$ cat src/emr_pkg.sv
// Shared types and constants for the midpoint ellipse rasterizer.
// Used by the front, queue, back end and top level. No dependencies.
`default_nettype none

package emr_pkg;

  localparam int AXIS_WIDTH_DEF = 8;
  localparam int CENTER_W       = 10;
  localparam int PIX_W          = 12;
  localparam int CFG_ADDR_W     = 3;
  localparam int CFG_DATA_W     = 32;
  localparam int QUEUE_DEPTH    = 2;

  localparam logic [CENTER_W-1:0] CENTER_X_RST = 10'd300;
  localparam logic [CENTER_W-1:0] CENTER_Y_RST = 10'd240;

  typedef enum logic {
    REG_CENTER_X = 1'b0,
    REG_CENTER_Y = 1'b1
  } reg_idx_t;

  typedef enum logic {
    MODE_START   = 1'b0,
    MODE_ADVANCE = 1'b1
  } mode_t;

  typedef struct packed {
    logic full;
    logic empty;
  } q_status_t;

  typedef enum logic [4:0] {
    BK_IDLE,
    BK_LD_AA,
    BK_LD_BB,
    BK_LD_AB,
    BK_LD_DEC,
    BK_MUL_AY,
    BK_MUL_BX,
    BK_DECIDE,
    BK_STEP1,
    BK_ENT_XX,
    BK_ENT_YY,
    BK_ENT_BT,
    BK_ENT_AU,
    BK_ENT_AB,
    BK_ENT_SUM,
    BK_STEP2,
    BK_EMIT
  } bk_state_t;

endpackage

`default_nettype wire

$ cat src/emr_front.sv
// Input stage: registers and classifies incoming transactions, pushes commands to the queue.
// Depends on emr_pkg.
`default_nettype none

module emr_front
  import emr_pkg::*;
#(
  parameter int AXIS_W = AXIS_WIDTH_DEF
) (
  input  wire logic                  clk,
  input  wire logic                  rst_n,
  input  wire logic                  in_valid,
  output logic                       in_stall,
  input  wire logic                  in_mode,
  input  wire logic [AXIS_W-1:0]     in_semi_axis_x,
  input  wire logic [AXIS_W-1:0]     in_semi_axis_y,
  input  wire q_status_t             q_status,
  output logic                       q_push,
  output logic [2*AXIS_W:0]          q_data
);

  localparam int CMD_W = 2*AXIS_W + 1;

  logic             hold_valid_r;
  logic             hold_valid_nxt;
  logic [CMD_W-1:0] hold_data_r;
  logic [CMD_W-1:0] cmd_nxt;
  logic             accept;

  assign in_stall = hold_valid_r & q_status.full;
  assign accept   = in_valid & ~in_stall;
  assign q_push   = hold_valid_r & ~q_status.full;
  assign q_data   = hold_data_r;

  // advance commands carry no axes
  always_comb begin
    if (mode_t'(in_mode) == MODE_START) begin
      cmd_nxt = {in_mode, in_semi_axis_x, in_semi_axis_y};
    end else begin
      cmd_nxt = {in_mode, {(2*AXIS_W){1'b0}}};
    end
  end

  assign hold_valid_nxt = accept | (hold_valid_r & q_status.full);

  always_ff @(posedge clk) begin
    if (!rst_n) begin
      hold_valid_r <= 1'b0;
    end else begin
      hold_valid_r <= hold_valid_nxt;
    end
  end

  always_ff @(posedge clk) begin
    if (accept) begin
      hold_data_r <= cmd_nxt;
    end
  end

endmodule

`default_nettype wire

$ cat src/emr_queue.sv
// Short command queue between front and back end.
// Depends on emr_pkg.
`default_nettype none

module emr_queue
  import emr_pkg::*;
#(
  parameter int DATA_W = 2*AXIS_WIDTH_DEF + 1
) (
  input  wire logic              clk,
  input  wire logic              rst_n,
  input  wire logic              push,
  input  wire logic [DATA_W-1:0] push_data,
  input  wire logic              pop,
  output logic [DATA_W-1:0]      pop_data,
  output q_status_t              status
);

  localparam int PTR_W = (QUEUE_DEPTH > 1) ? $clog2(QUEUE_DEPTH) : 1;
  localparam int CNT_W = $clog2(QUEUE_DEPTH + 1);

  logic [DATA_W-1:0] entry_r [QUEUE_DEPTH];
  logic [PTR_W-1:0]  wr_ptr_r;
  logic [PTR_W-1:0]  rd_ptr_r;
  logic [CNT_W-1:0]  count_r;
  logic              do_push;
  logic              do_pop;

  assign status.full  = (count_r == CNT_W'(QUEUE_DEPTH));
  assign status.empty = (count_r == '0);
  assign do_push      = push & ~status.full;
  assign do_pop       = pop & ~status.empty;
  assign pop_data     = entry_r[rd_ptr_r];

  function automatic logic [PTR_W-1:0] ptr_inc(input logic [PTR_W-1:0] p);
    if (p == PTR_W'(QUEUE_DEPTH - 1)) begin
      return '0;
    end else begin
      return p + PTR_W'(1);
    end
  endfunction

  always_ff @(posedge clk) begin
    if (!rst_n) begin
      wr_ptr_r <= '0;
      rd_ptr_r <= '0;
      count_r  <= '0;
    end else begin
      if (do_push) begin
        wr_ptr_r <= ptr_inc(wr_ptr_r);
      end
      if (do_pop) begin
        rd_ptr_r <= ptr_inc(rd_ptr_r);
      end
      if (do_push && !do_pop) begin
        count_r <= count_r + CNT_W'(1);
      end else if (do_pop && !do_push) begin
        count_r <= count_r - CNT_W'(1);
      end
    end
  end

  always_ff @(posedge clk) begin
    if (do_push) begin
      entry_r[wr_ptr_r] <= push_data;
    end
  end

endmodule

`default_nettype wire

$ cat src/emr_back.sv
// Back end: sequencer around one shared multiplier that runs the midpoint
// ellipse steps and emits four mirrored pixels per step. Depends on emr_pkg.
`default_nettype none

module emr_back
  import emr_pkg::*;
#(
  parameter int AXIS_W = AXIS_WIDTH_DEF
) (
  input  wire logic                     clk,
  input  wire logic                     rst_n,
  input  wire q_status_t                q_status,
  output logic                          q_pop,
  input  wire logic [2*AXIS_W:0]        q_data,
  input  wire logic [CENTER_W-1:0]      center_x,
  input  wire logic [CENTER_W-1:0]      center_y,
  output logic                          out_valid,
  input  wire logic                     out_stall,
  output logic signed [PIX_W-1:0]       out_pixel_x,
  output logic signed [PIX_W-1:0]       out_pixel_y,
  output logic                          out_last,
  output logic                          out_finished
);

  localparam int POS_W  = AXIS_W + 1;
  localparam int SQ_W   = 2*AXIS_W + 3;
  localparam int OPA_W  = 2*AXIS_W;
  localparam int OPB_W  = SQ_W;
  localparam int PROD_W = OPA_W + OPB_W;
  localparam int CMP_W  = 3*AXIS_W + 1;
  localparam int DEC_W  = 4*AXIS_W + 8;
  localparam int EXT_W  = (POS_W > PIX_W) ? POS_W : PIX_W;

  bk_state_t state_r, state_nxt;

  logic [AXIS_W-1:0] axis_a_r, axis_b_r;
  logic [OPA_W-1:0]  aa_r, bb_r;
  logic [POS_W-1:0]  pos_x_r, pos_y_r;
  logic [DEC_W-1:0]  dec_r, acc_r;
  logic [CMP_W-1:0]  aay_r, bbx_r;
  logic [SQ_W-1:0]   sq_r;
  logic [PROD_W-1:0] prod_r;
  logic              region2_r;
  logic              active_r;
  logic              out_valid_r;
  logic [1:0]        emit_idx_r;
  logic signed [PIX_W-1:0] pix_x_r, pix_y_r;
  logic              last_r, fin_r;

  logic [OPA_W-1:0]  mul_a;
  logic [OPB_W-1:0]  mul_b;
  logic [PROD_W-1:0] mul_p;
  logic              emit_load;

  mode_t             cmd_mode;
  logic [AXIS_W-1:0] cmd_a, cmd_b;

  logic [POS_W-1:0]  ym_mag;
  logic              le1, ge2;
  logic [DEC_W-1:0]  step1_dec, step2_dec;
  logic [EXT_W-1:0]  sum_x, sum_y;

  assign cmd_mode = mode_t'(q_data[2*AXIS_W]);
  assign cmd_a    = q_data[2*AXIS_W-1:AXIS_W];
  assign cmd_b    = q_data[AXIS_W-1:0];

  assign ym_mag = (pos_y_r == '0) ? POS_W'(1) : pos_y_r - POS_W'(1);
  assign mul_p  = mul_a * mul_b;

  assign le1 = $signed(dec_r) <= $signed(DEC_W'(aa_r));
  assign ge2 = $signed(dec_r) >= $signed(DEC_W'(bb_r));

  // region one: d += 8bbx + 12bb, minus 8aa(y-1) when y steps
  assign step1_dec = dec_r + (DEC_W'(bbx_r) << 3) + (DEC_W'(bb_r) << 3)
                   + (DEC_W'(bb_r) << 2)
                   - (le1 ? '0 : ((DEC_W'(aay_r) << 3) - (DEC_W'(aa_r) << 3)));

  // region two: d += 12aa - 8aay, plus 8bb(x+1) when x steps
  assign step2_dec = dec_r + (DEC_W'(aa_r) << 3) + (DEC_W'(aa_r) << 2)
                   - (DEC_W'(aay_r) << 3)
                   + (ge2 ? '0 : ((DEC_W'(bbx_r) << 3) + (DEC_W'(bb_r) << 3)));

  // emit order: (+x,-y) (-x,-y) (+x,+y) (-x,+y)
  assign sum_x = emit_idx_r[0] ? EXT_W'(center_x) - EXT_W'(pos_x_r)
                               : EXT_W'(center_x) + EXT_W'(pos_x_r);
  assign sum_y = emit_idx_r[1] ? EXT_W'(center_y) + EXT_W'(pos_y_r)
                               : EXT_W'(center_y) - EXT_W'(pos_y_r);

  always_comb begin
    state_nxt = state_r;
    unique case (state_r)
      BK_IDLE: begin
        if (!q_status.empty) begin
          if (cmd_mode == MODE_START) begin
            state_nxt = BK_LD_AA;
          end else if (active_r) begin
            state_nxt = BK_MUL_AY;
          end
        end
      end
      BK_LD_AA:   state_nxt = BK_LD_BB;
      BK_LD_BB:   state_nxt = BK_LD_AB;
      BK_LD_AB:   state_nxt = BK_LD_DEC;
      BK_LD_DEC:  state_nxt = BK_EMIT;
      BK_MUL_AY:  state_nxt = BK_MUL_BX;
      BK_MUL_BX:  state_nxt = BK_DECIDE;
      BK_DECIDE: begin
        priority if (region2_r) begin
          state_nxt = BK_STEP2;
        end else if (aay_r >= prod_r[CMP_W-1:0]) begin
          state_nxt = BK_STEP1;
        end else begin
          state_nxt = BK_ENT_XX;
        end
      end
      BK_STEP1:   state_nxt = BK_EMIT;
      BK_ENT_XX:  state_nxt = BK_ENT_YY;
      BK_ENT_YY:  state_nxt = BK_ENT_BT;
      BK_ENT_BT:  state_nxt = BK_ENT_AU;
      BK_ENT_AU:  state_nxt = BK_ENT_AB;
      BK_ENT_AB:  state_nxt = BK_ENT_SUM;
      BK_ENT_SUM: state_nxt = BK_STEP2;
      BK_STEP2:   state_nxt = BK_EMIT;
      BK_EMIT: begin
        if (emit_load && emit_idx_r == 2'd3) begin
          state_nxt = BK_IDLE;
        end
      end
      default:    state_nxt = BK_IDLE;
    endcase
  end

  always_comb begin
    q_pop     = 1'b0;
    emit_load = 1'b0;
    mul_a     = '0;
    mul_b     = '0;
    unique case (state_r)
      BK_IDLE:   q_pop = ~q_status.empty;
      BK_LD_AA: begin
        mul_a = OPA_W'(axis_a_r);
        mul_b = OPB_W'(axis_a_r);
      end
      BK_LD_BB: begin
        mul_a = OPA_W'(axis_b_r);
        mul_b = OPB_W'(axis_b_r);
      end
      BK_LD_AB: begin
        mul_a = aa_r;
        mul_b = OPB_W'(axis_b_r);
      end
      BK_MUL_AY: begin
        mul_a = aa_r;
        mul_b = OPB_W'(pos_y_r);
      end
      BK_MUL_BX: begin
        mul_a = bb_r;
        mul_b = OPB_W'(pos_x_r);
      end
      BK_ENT_XX: begin
        mul_a = OPA_W'(pos_x_r);
        mul_b = OPB_W'(pos_x_r);
      end
      BK_ENT_YY: begin
        mul_a = OPA_W'(ym_mag);
        mul_b = OPB_W'(ym_mag);
      end
      BK_ENT_BT: begin
        mul_a = bb_r;
        mul_b = sq_r;
      end
      BK_ENT_AU: begin
        mul_a = aa_r;
        mul_b = sq_r;
      end
      BK_ENT_AB: begin
        mul_a = aa_r;
        mul_b = OPB_W'(bb_r);
      end
      BK_EMIT:   emit_load = ~out_valid_r | ~out_stall;
      default: ;
    endcase
  end

  always_ff @(posedge clk) begin
    if (!rst_n) begin
      state_r     <= BK_IDLE;
      active_r    <= 1'b0;
      region2_r   <= 1'b0;
      out_valid_r <= 1'b0;
      emit_idx_r  <= '0;
    end else begin
      state_r <= state_nxt;
      if (q_pop && cmd_mode == MODE_START) begin
        active_r  <= 1'b1;
        region2_r <= 1'b0;
      end
      if (state_r == BK_ENT_SUM) begin
        region2_r <= 1'b1;
      end
      if (emit_load) begin
        out_valid_r <= 1'b1;
        emit_idx_r  <= emit_idx_r + 2'd1;
        if (emit_idx_r == 2'd3) begin
          active_r <= |pos_y_r;
        end
      end else if (!out_stall) begin
        out_valid_r <= 1'b0;
      end
    end
  end

  always_ff @(posedge clk) begin
    prod_r <= mul_p;
    unique case (state_r)
      BK_IDLE: begin
        if (q_pop && cmd_mode == MODE_START) begin
          axis_a_r <= cmd_a;
          axis_b_r <= cmd_b;
          pos_x_r  <= '0;
          pos_y_r  <= POS_W'(cmd_b);
        end
      end
      BK_LD_BB:  aa_r <= prod_r[OPA_W-1:0];
      BK_LD_AB:  bb_r <= prod_r[OPA_W-1:0];
      BK_LD_DEC: begin
        dec_r <= (DEC_W'(bb_r) << 2) + (DEC_W'(aa_r) << 1) - (DEC_W'(prod_r) << 2);
      end
      BK_MUL_BX: aay_r <= prod_r[CMP_W-1:0];
      BK_DECIDE: bbx_r <= prod_r[CMP_W-1:0];
      BK_STEP1: begin
        dec_r   <= step1_dec;
        pos_x_r <= pos_x_r + POS_W'(1);
        if (!le1) begin
          pos_y_r <= pos_y_r - POS_W'(1);
        end
      end
      // x^2 + (x+1)^2 = 2x^2 + 2x + 1
      BK_ENT_YY: begin
        sq_r <= {prod_r[SQ_W-2:0], 1'b0} + SQ_W'({pos_x_r, 1'b0}) + SQ_W'(1);
      end
      BK_ENT_BT: sq_r  <= prod_r[SQ_W-1:0];
      BK_ENT_AU: acc_r <= DEC_W'(prod_r) << 1;
      BK_ENT_AB: acc_r <= acc_r + (DEC_W'(prod_r) << 2);
      BK_ENT_SUM: dec_r <= acc_r - (DEC_W'(prod_r) << 2);
      BK_STEP2: begin
        dec_r   <= step2_dec;
        pos_y_r <= pos_y_r - POS_W'(1);
        if (!ge2) begin
          pos_x_r <= pos_x_r + POS_W'(1);
        end
      end
      BK_EMIT: begin
        if (emit_load) begin
          pix_x_r <= sum_x[PIX_W-1:0];
          pix_y_r <= sum_y[PIX_W-1:0];
          last_r  <= (emit_idx_r == 2'd3);
          fin_r   <= (pos_y_r == '0);
        end
      end
      default: ;
    endcase
  end

  assign out_valid    = out_valid_r;
  assign out_pixel_x  = pix_x_r;
  assign out_pixel_y  = pix_y_r;
  assign out_last     = last_r;
  assign out_finished = fin_r;

endmodule

`default_nettype wire

$ cat src/ellipse_midpoint_rasterizer.sv
// Midpoint ellipse rasterizer, four-way symmetric, two regions. A start
// transaction (mode 0) loads the semi-axes and yields the four pixels at
// (0, b); each advance transaction (mode 1) runs one midpoint step and yields
// four pixels, last marking the fourth and finished marking the step that
// reaches y = 0; advances while no ellipse is active are dropped. The center
// comes from the center_x (0x0) and center_y (0x4) registers; write them only
// while the block is idle. A front stage and a two-entry command queue take
// transactions while the back end works. The back end shares one multiplier:
// a start computes aa, bb, aa*b and the first decision value in turn, an
// ordinary step forms aa*y and bb*x and then updates, the step that enters
// region two first rebuilds the decision value, and the four pixels then leave
// through the output register at one per cycle while the output is not stalled.
`default_nettype none

module ellipse_midpoint_rasterizer
  import emr_pkg::*;
#(
  parameter int AXIS_WIDTH = AXIS_WIDTH_DEF
) (
  input  wire logic                   clk,
  input  wire logic                   rst_n,
  input  wire logic                   in_valid,
  output logic                        in_stall,
  input  wire logic                   in_mode,
  input  wire logic [AXIS_WIDTH-1:0]  in_semi_axis_x,
  input  wire logic [AXIS_WIDTH-1:0]  in_semi_axis_y,
  output logic                        out_valid,
  input  wire logic                   out_stall,
  output logic signed [PIX_W-1:0]     out_pixel_x,
  output logic signed [PIX_W-1:0]     out_pixel_y,
  output logic                        out_last,
  output logic                        out_finished,
  input  wire logic                   psel,
  input  wire logic                   penable,
  input  wire logic                   pwrite,
  input  wire logic [CFG_ADDR_W-1:0]  paddr,
  input  wire logic [CFG_DATA_W-1:0]  pwdata,
  output logic [CFG_DATA_W-1:0]       prdata,
  output logic                        pready
);

  localparam int CMD_W = 2*AXIS_WIDTH + 1;

  logic [CENTER_W-1:0] center_x_r;
  logic [CENTER_W-1:0] center_y_r;
  logic                cfg_we;
  reg_idx_t            cfg_idx;

  q_status_t           q_status;
  logic                q_push;
  logic                q_pop;
  logic [CMD_W-1:0]    q_wr_data;
  logic [CMD_W-1:0]    q_rd_data;

  assign pready  = 1'b1;
  assign cfg_idx = reg_idx_t'(paddr[2]);
  assign cfg_we  = psel & penable & pwrite;

  always_ff @(posedge clk) begin
    if (!rst_n) begin
      center_x_r <= CENTER_X_RST;
      center_y_r <= CENTER_Y_RST;
    end else if (cfg_we) begin
      unique case (cfg_idx)
        REG_CENTER_X: center_x_r <= pwdata[CENTER_W-1:0];
        REG_CENTER_Y: center_y_r <= pwdata[CENTER_W-1:0];
        default: ;
      endcase
    end
  end

  always_comb begin
    unique case (cfg_idx)
      REG_CENTER_X: prdata = CFG_DATA_W'(center_x_r);
      REG_CENTER_Y: prdata = CFG_DATA_W'(center_y_r);
      default:      prdata = '0;
    endcase
  end

  emr_front #(
    .AXIS_W (AXIS_WIDTH)
  ) u_front (
    .clk            (clk),
    .rst_n          (rst_n),
    .in_valid       (in_valid),
    .in_stall       (in_stall),
    .in_mode        (in_mode),
    .in_semi_axis_x (in_semi_axis_x),
    .in_semi_axis_y (in_semi_axis_y),
    .q_status       (q_status),
    .q_push         (q_push),
    .q_data         (q_wr_data)
  );

  emr_queue #(
    .DATA_W (CMD_W)
  ) u_queue (
    .clk       (clk),
    .rst_n     (rst_n),
    .push      (q_push),
    .push_data (q_wr_data),
    .pop       (q_pop),
    .pop_data  (q_rd_data),
    .status    (q_status)
  );

  emr_back #(
    .AXIS_W (AXIS_WIDTH)
  ) u_back (
    .clk          (clk),
    .rst_n        (rst_n),
    .q_status     (q_status),
    .q_pop        (q_pop),
    .q_data       (q_rd_data),
    .center_x     (center_x_r),
    .center_y     (center_y_r),
    .out_valid    (out_valid),
    .out_stall    (out_stall),
    .out_pixel_x  (out_pixel_x),
    .out_pixel_y  (out_pixel_y),
    .out_last     (out_last),
    .out_finished (out_finished)
  );

endmodule

`default_nettype wire
$ cat config.mk
export PLATFORM = sky130hd
export DESIGN_NAME = ellipse_midpoint_rasterizer
export DESIGN_NICKNAME = d
export VERILOG_FILES = /design/src/emr_pkg.sv /design/src/emr_front.sv /design/src/emr_queue.sv /design/src/emr_back.sv /design/src/ellipse_midpoint_rasterizer.sv
export SDC_FILE = /design/constraint.sdc
export NUM_CORES = 2
export LEC_CHECK = 0
export BUFFER_PORTS_ARGS = -buffer_cell sky130_fd_sc_hd__buf_2
export CAP_MARGIN = 20
export CORE_ASPECT_RATIO = 0.5
export CORE_MARGIN = 4
export CORE_UTILIZATION = 65
export DETAILED_ROUTE_END_ITERATION = 7
export GPL_TIMING_DRIVEN = 0
export PLACE_DENSITY = 0.83
export RECOVER_POWER = 25
export SLEW_MARGIN = 20
export SYNTH_ARGS = -nofsm -noshare
export SYNTH_HDL_FRONTEND = slang
export SYNTH_SLANG_ARGS = --single-unit
$ cat constraint.sdc
create_clock -name clk -period 17.27 [get_ports clk]
set_input_delay 1.727 -clock clk [delete_from_list [all_inputs] [get_ports clk]]
set_output_delay 1.727 -clock clk [all_outputs]
set_load 0.01 [all_outputs]
==> impl_metrics.ini <==
[synth]
yosysSeqAreaShare_pct = 24.72
synth_area_per_cell_sq_um = 9.205
syn_area_sq_mm = 0.04109
synth_cell_type_count = 92
yosys.area_share.adder_pct = 33.01
synth_compound_area_share_pct = 14.96
muxShareOfSynthArea_pct = 1.206
netlist_instances = 4464
async_flop_share_pct = 0
synth_ff_type = edfxtp_1
ys_ff_latch = 362
synth-xor-area-share_pct = 5.328
synth_warnings = 0
synth-edff-count = 291
synth_top_family_by_area = adder cells
synth-simple-area-share_pct = 13.14

[global_route]
antenna_found_initial = 1
grt_start_max_net_pins = 41
grt_overflow = 0
grt_usage_pct = 38.45
grt_pass1_vias = 34258
grt_first_pass_wirelength_um = 197300

[clock_tree]
clkLatencyLatePin_ns = 0.60
htree_levels = 2
max-clock-path-buffers = 3
ctsHoldBuffers = 0
cts_setup_buffers = 0
cts.repair.resized = 0
cts-root-buf = clkbuf_16
cts_tree = done
cts_buffers = 37
path_clk_slew_ns = 0.07
cts_sinks = 362

[layout]
seqCellArea_sq_mm = 0.01016
fill_cells = 4749
nets = 5534
drive_gt1_share_pct = 5.458
final_common_cell = inv_1
multi_input_area_sq_mm = 0.02794
area_growth_pct = 7.134
most-common-layout-cells = inv_1, ha_1, nand2_1

[worst_hold_path]
min_path_type = flip-flop to flip-flop
whs_path_depth = 0

[setup_path]
path_class = flip-flop to flip-flop
cp.required_ns = 17.78
r2r_slack_ns = 6.55
endpoint_kind = flip-flop
cp_slowest_cell = nor2_2
cp.depth = 31
crit_family = adder cells
cp_common_cell = fa_1
crit_path_start_kind = flip-flop
critPathMaxStageDelay_ns = 0.68
crit_fanout = 17
crit_buf_inv = 7
reg2reg_depth = 31
arrival_ns = 11.24

[routing]
viasPerCell = 6.323
firstDrtPassIters = 8
wl_per_cell_um = 23.64
ant_nets = 0
vias = 34529
finalWirelength_um = 129100
initialDrtViolationCount = 4116
drc = 0

[timing]
tns_ns = 0
worstMarginPinSlew_ns = 1.201
fmax_mhz = 93.25
drv_slew = 0
rsz0062_at_grt = false
timing.slew.headroom_pct = 19.94
fin_crit_sh_pct = 62.09
fin_skew_ns = 0.02637
fin_crit_ns = 10.72
finalSetupViolations = 0
fin_ws_ns = 6.546
hold_viol_final = 0

[placed_design]
port-buffer-count = 71
dpl_worst_slack_ns = 6.723
gp_congestion = 1.026
dp_hpwl_um = 105000

[floorplan]
initial_core_util_pct = 66.47
die_h_um = 185.8
core-area_sq_mm = 0.06182
die_area_sq_mm = 0.06755
row_count = 64
pin_count = 120
die_w_um = 363.6

[run]
drv_cap = 0

[pwr]
peakVddDrop_mv = 0.1279
power.density_mw_per_mm2 = 149.6
leakage_nw = 20.24

[run_status]
outcome = complete, no violations
==> cells in the mapped netlist, types with 10 or more instances <==
cell	instances	area, sq um
o21ai_1	19	95.09
nand2_1	436	1637
a22oi_1	42	315.3
a211o_1	16	140.1
xnor2_1	161	1410
buf_1	11	41.29
o22ai_1	11	68.82
nor2b_1	52	325.3
o21a_1	42	315.3
inv_1	677	2541
or3_1	23	143.9
and2_1	25	156.4
nor3_1	47	235.2
clkbuf_1	94	352.8
a31oi_1	23	143.9
nand2b_1	56	350.3
o211ai_1	20	150.1
o31ai_1	24	180.2
nand4_1	29	181.4
fa_1	360	7207
ha_1	508	6356
buf_4	23	172.7
nand3_1	67	335.3
xor2_1	89	779.5
a211oi_1	21	157.7
o21ai_0	192	960.9
a21oi_1	251	1256
nor2_1	352	1321
a221o_1	17	170.2
nor4_1	12	75.07
and3_1	37	231.5
a21o_1	103	773.2
a22o_1	10	87.58
mux2_2	28	315.3
dfxtp_1	71	1421
mux2i_1	18	180.2
edfxtp_1	291	8738
o21bai_1	45	337.8
or2_2	19	118.9
==> final timing paths <==
| check | to | from |
|---|---|---|
| max | u_back.prod_r[32] | u_back.state_r[1] |
| min | u_queue.entry_r[1][14] | u_front.q_data[14] |
| max reg2reg | u_back.prod_r[32] | u_back.state_r[1] |
| min reg2reg | u_queue.entry_r[1][14] | u_front.q_data[14] |
==> where the power goes <==
| part | total [mW] | internal (mW) | switching [mW] |
|---|---|---|---|
| Sequential | 1.29 | 1.12 | 0.170 |
| Clock | 0.869 | 0.460 | 0.409 |
| Combinational | 4.43 | 1.72 | 2.71 |
==> registers in the layout (all words and copies together) (netlist names), 2 cells and up, named ones only <==
signal / cells
u_queue.entry_r: 34
u_back.out_pixel_x: 12
u_back.pos_y_r: 9
u_back.prod_r: 35
u_back.out_pixel_y: 12
center_y_r: 10
u_back.dec_r: 40
u_back.pos_x_r: 9
center_x_r: 10
u_back.bbx_r: 25
u_back.sq_r: 19
u_back.acc_r: 39
u_back.aay_r: 25
u_back.state_r: 5
u_back.aa_r: 16
u_back.axis_a_r: 8
u_back.emit_idx_r: 2
u_front.q_data: 17
u_back.bb_r: 16
u_back.axis_b_r: 8
u_queue.count_r: 2
==> layout make-up <==
cell class,count,area share [%]
Clock buffer,41,2.186
Timing Repair Buffer,83,1.134
Clock inverter,26,0.6821
Antenna cell,1,0.005684
Inverter,677,5.772
Buffer,133,1.344
Tap cell,825,2.345
Sequential cell,362,23.08
Multi-Input combinational cell,3313,63.45
==> layer usage <==
layer  GRT usage (%)  wire [um]
met1           53.25      52250
met2           58.51      54270
met3           10.52      17200
met4           13.92       5370
met5               0          0
==> kinds of logic (layout without fill, tap and decap cells) <==
logic type / count (synthesis) / in the layout
flip-flops: 362 / 362
XOR/XNOR: 250 / 250
multiplexers: 46 / 46
other: 2 / 24
AO/OA/AOI/OAI: 936 / 936
AND/OR/NAND/NOR: 1190 / 1190
adder cells (fa/ha/maj): 868 / 868
buffers and inverters: 810 / 960
==> per-stage QoR <==
stage          total power [mW]  util [%]  cell area (sq um)  cells  hold slack [ns]
6_report                  6.588     71.22              44020   5461           0.4384
5_1_grt                   7.030     71.21              44020   5460           0.4533
4_1_cts                   6.470     71.16              43990   5457           0.4375
3_5_place_dp              5.575     69.12              42730   5390           0.4327
3_3_place_gp              5.450     68.85              42560   5381           0.4228
2_1_floorplan             4.365         -              41170   4485           0.4215
Note: power is estimated with default switching activity, not from simulation.
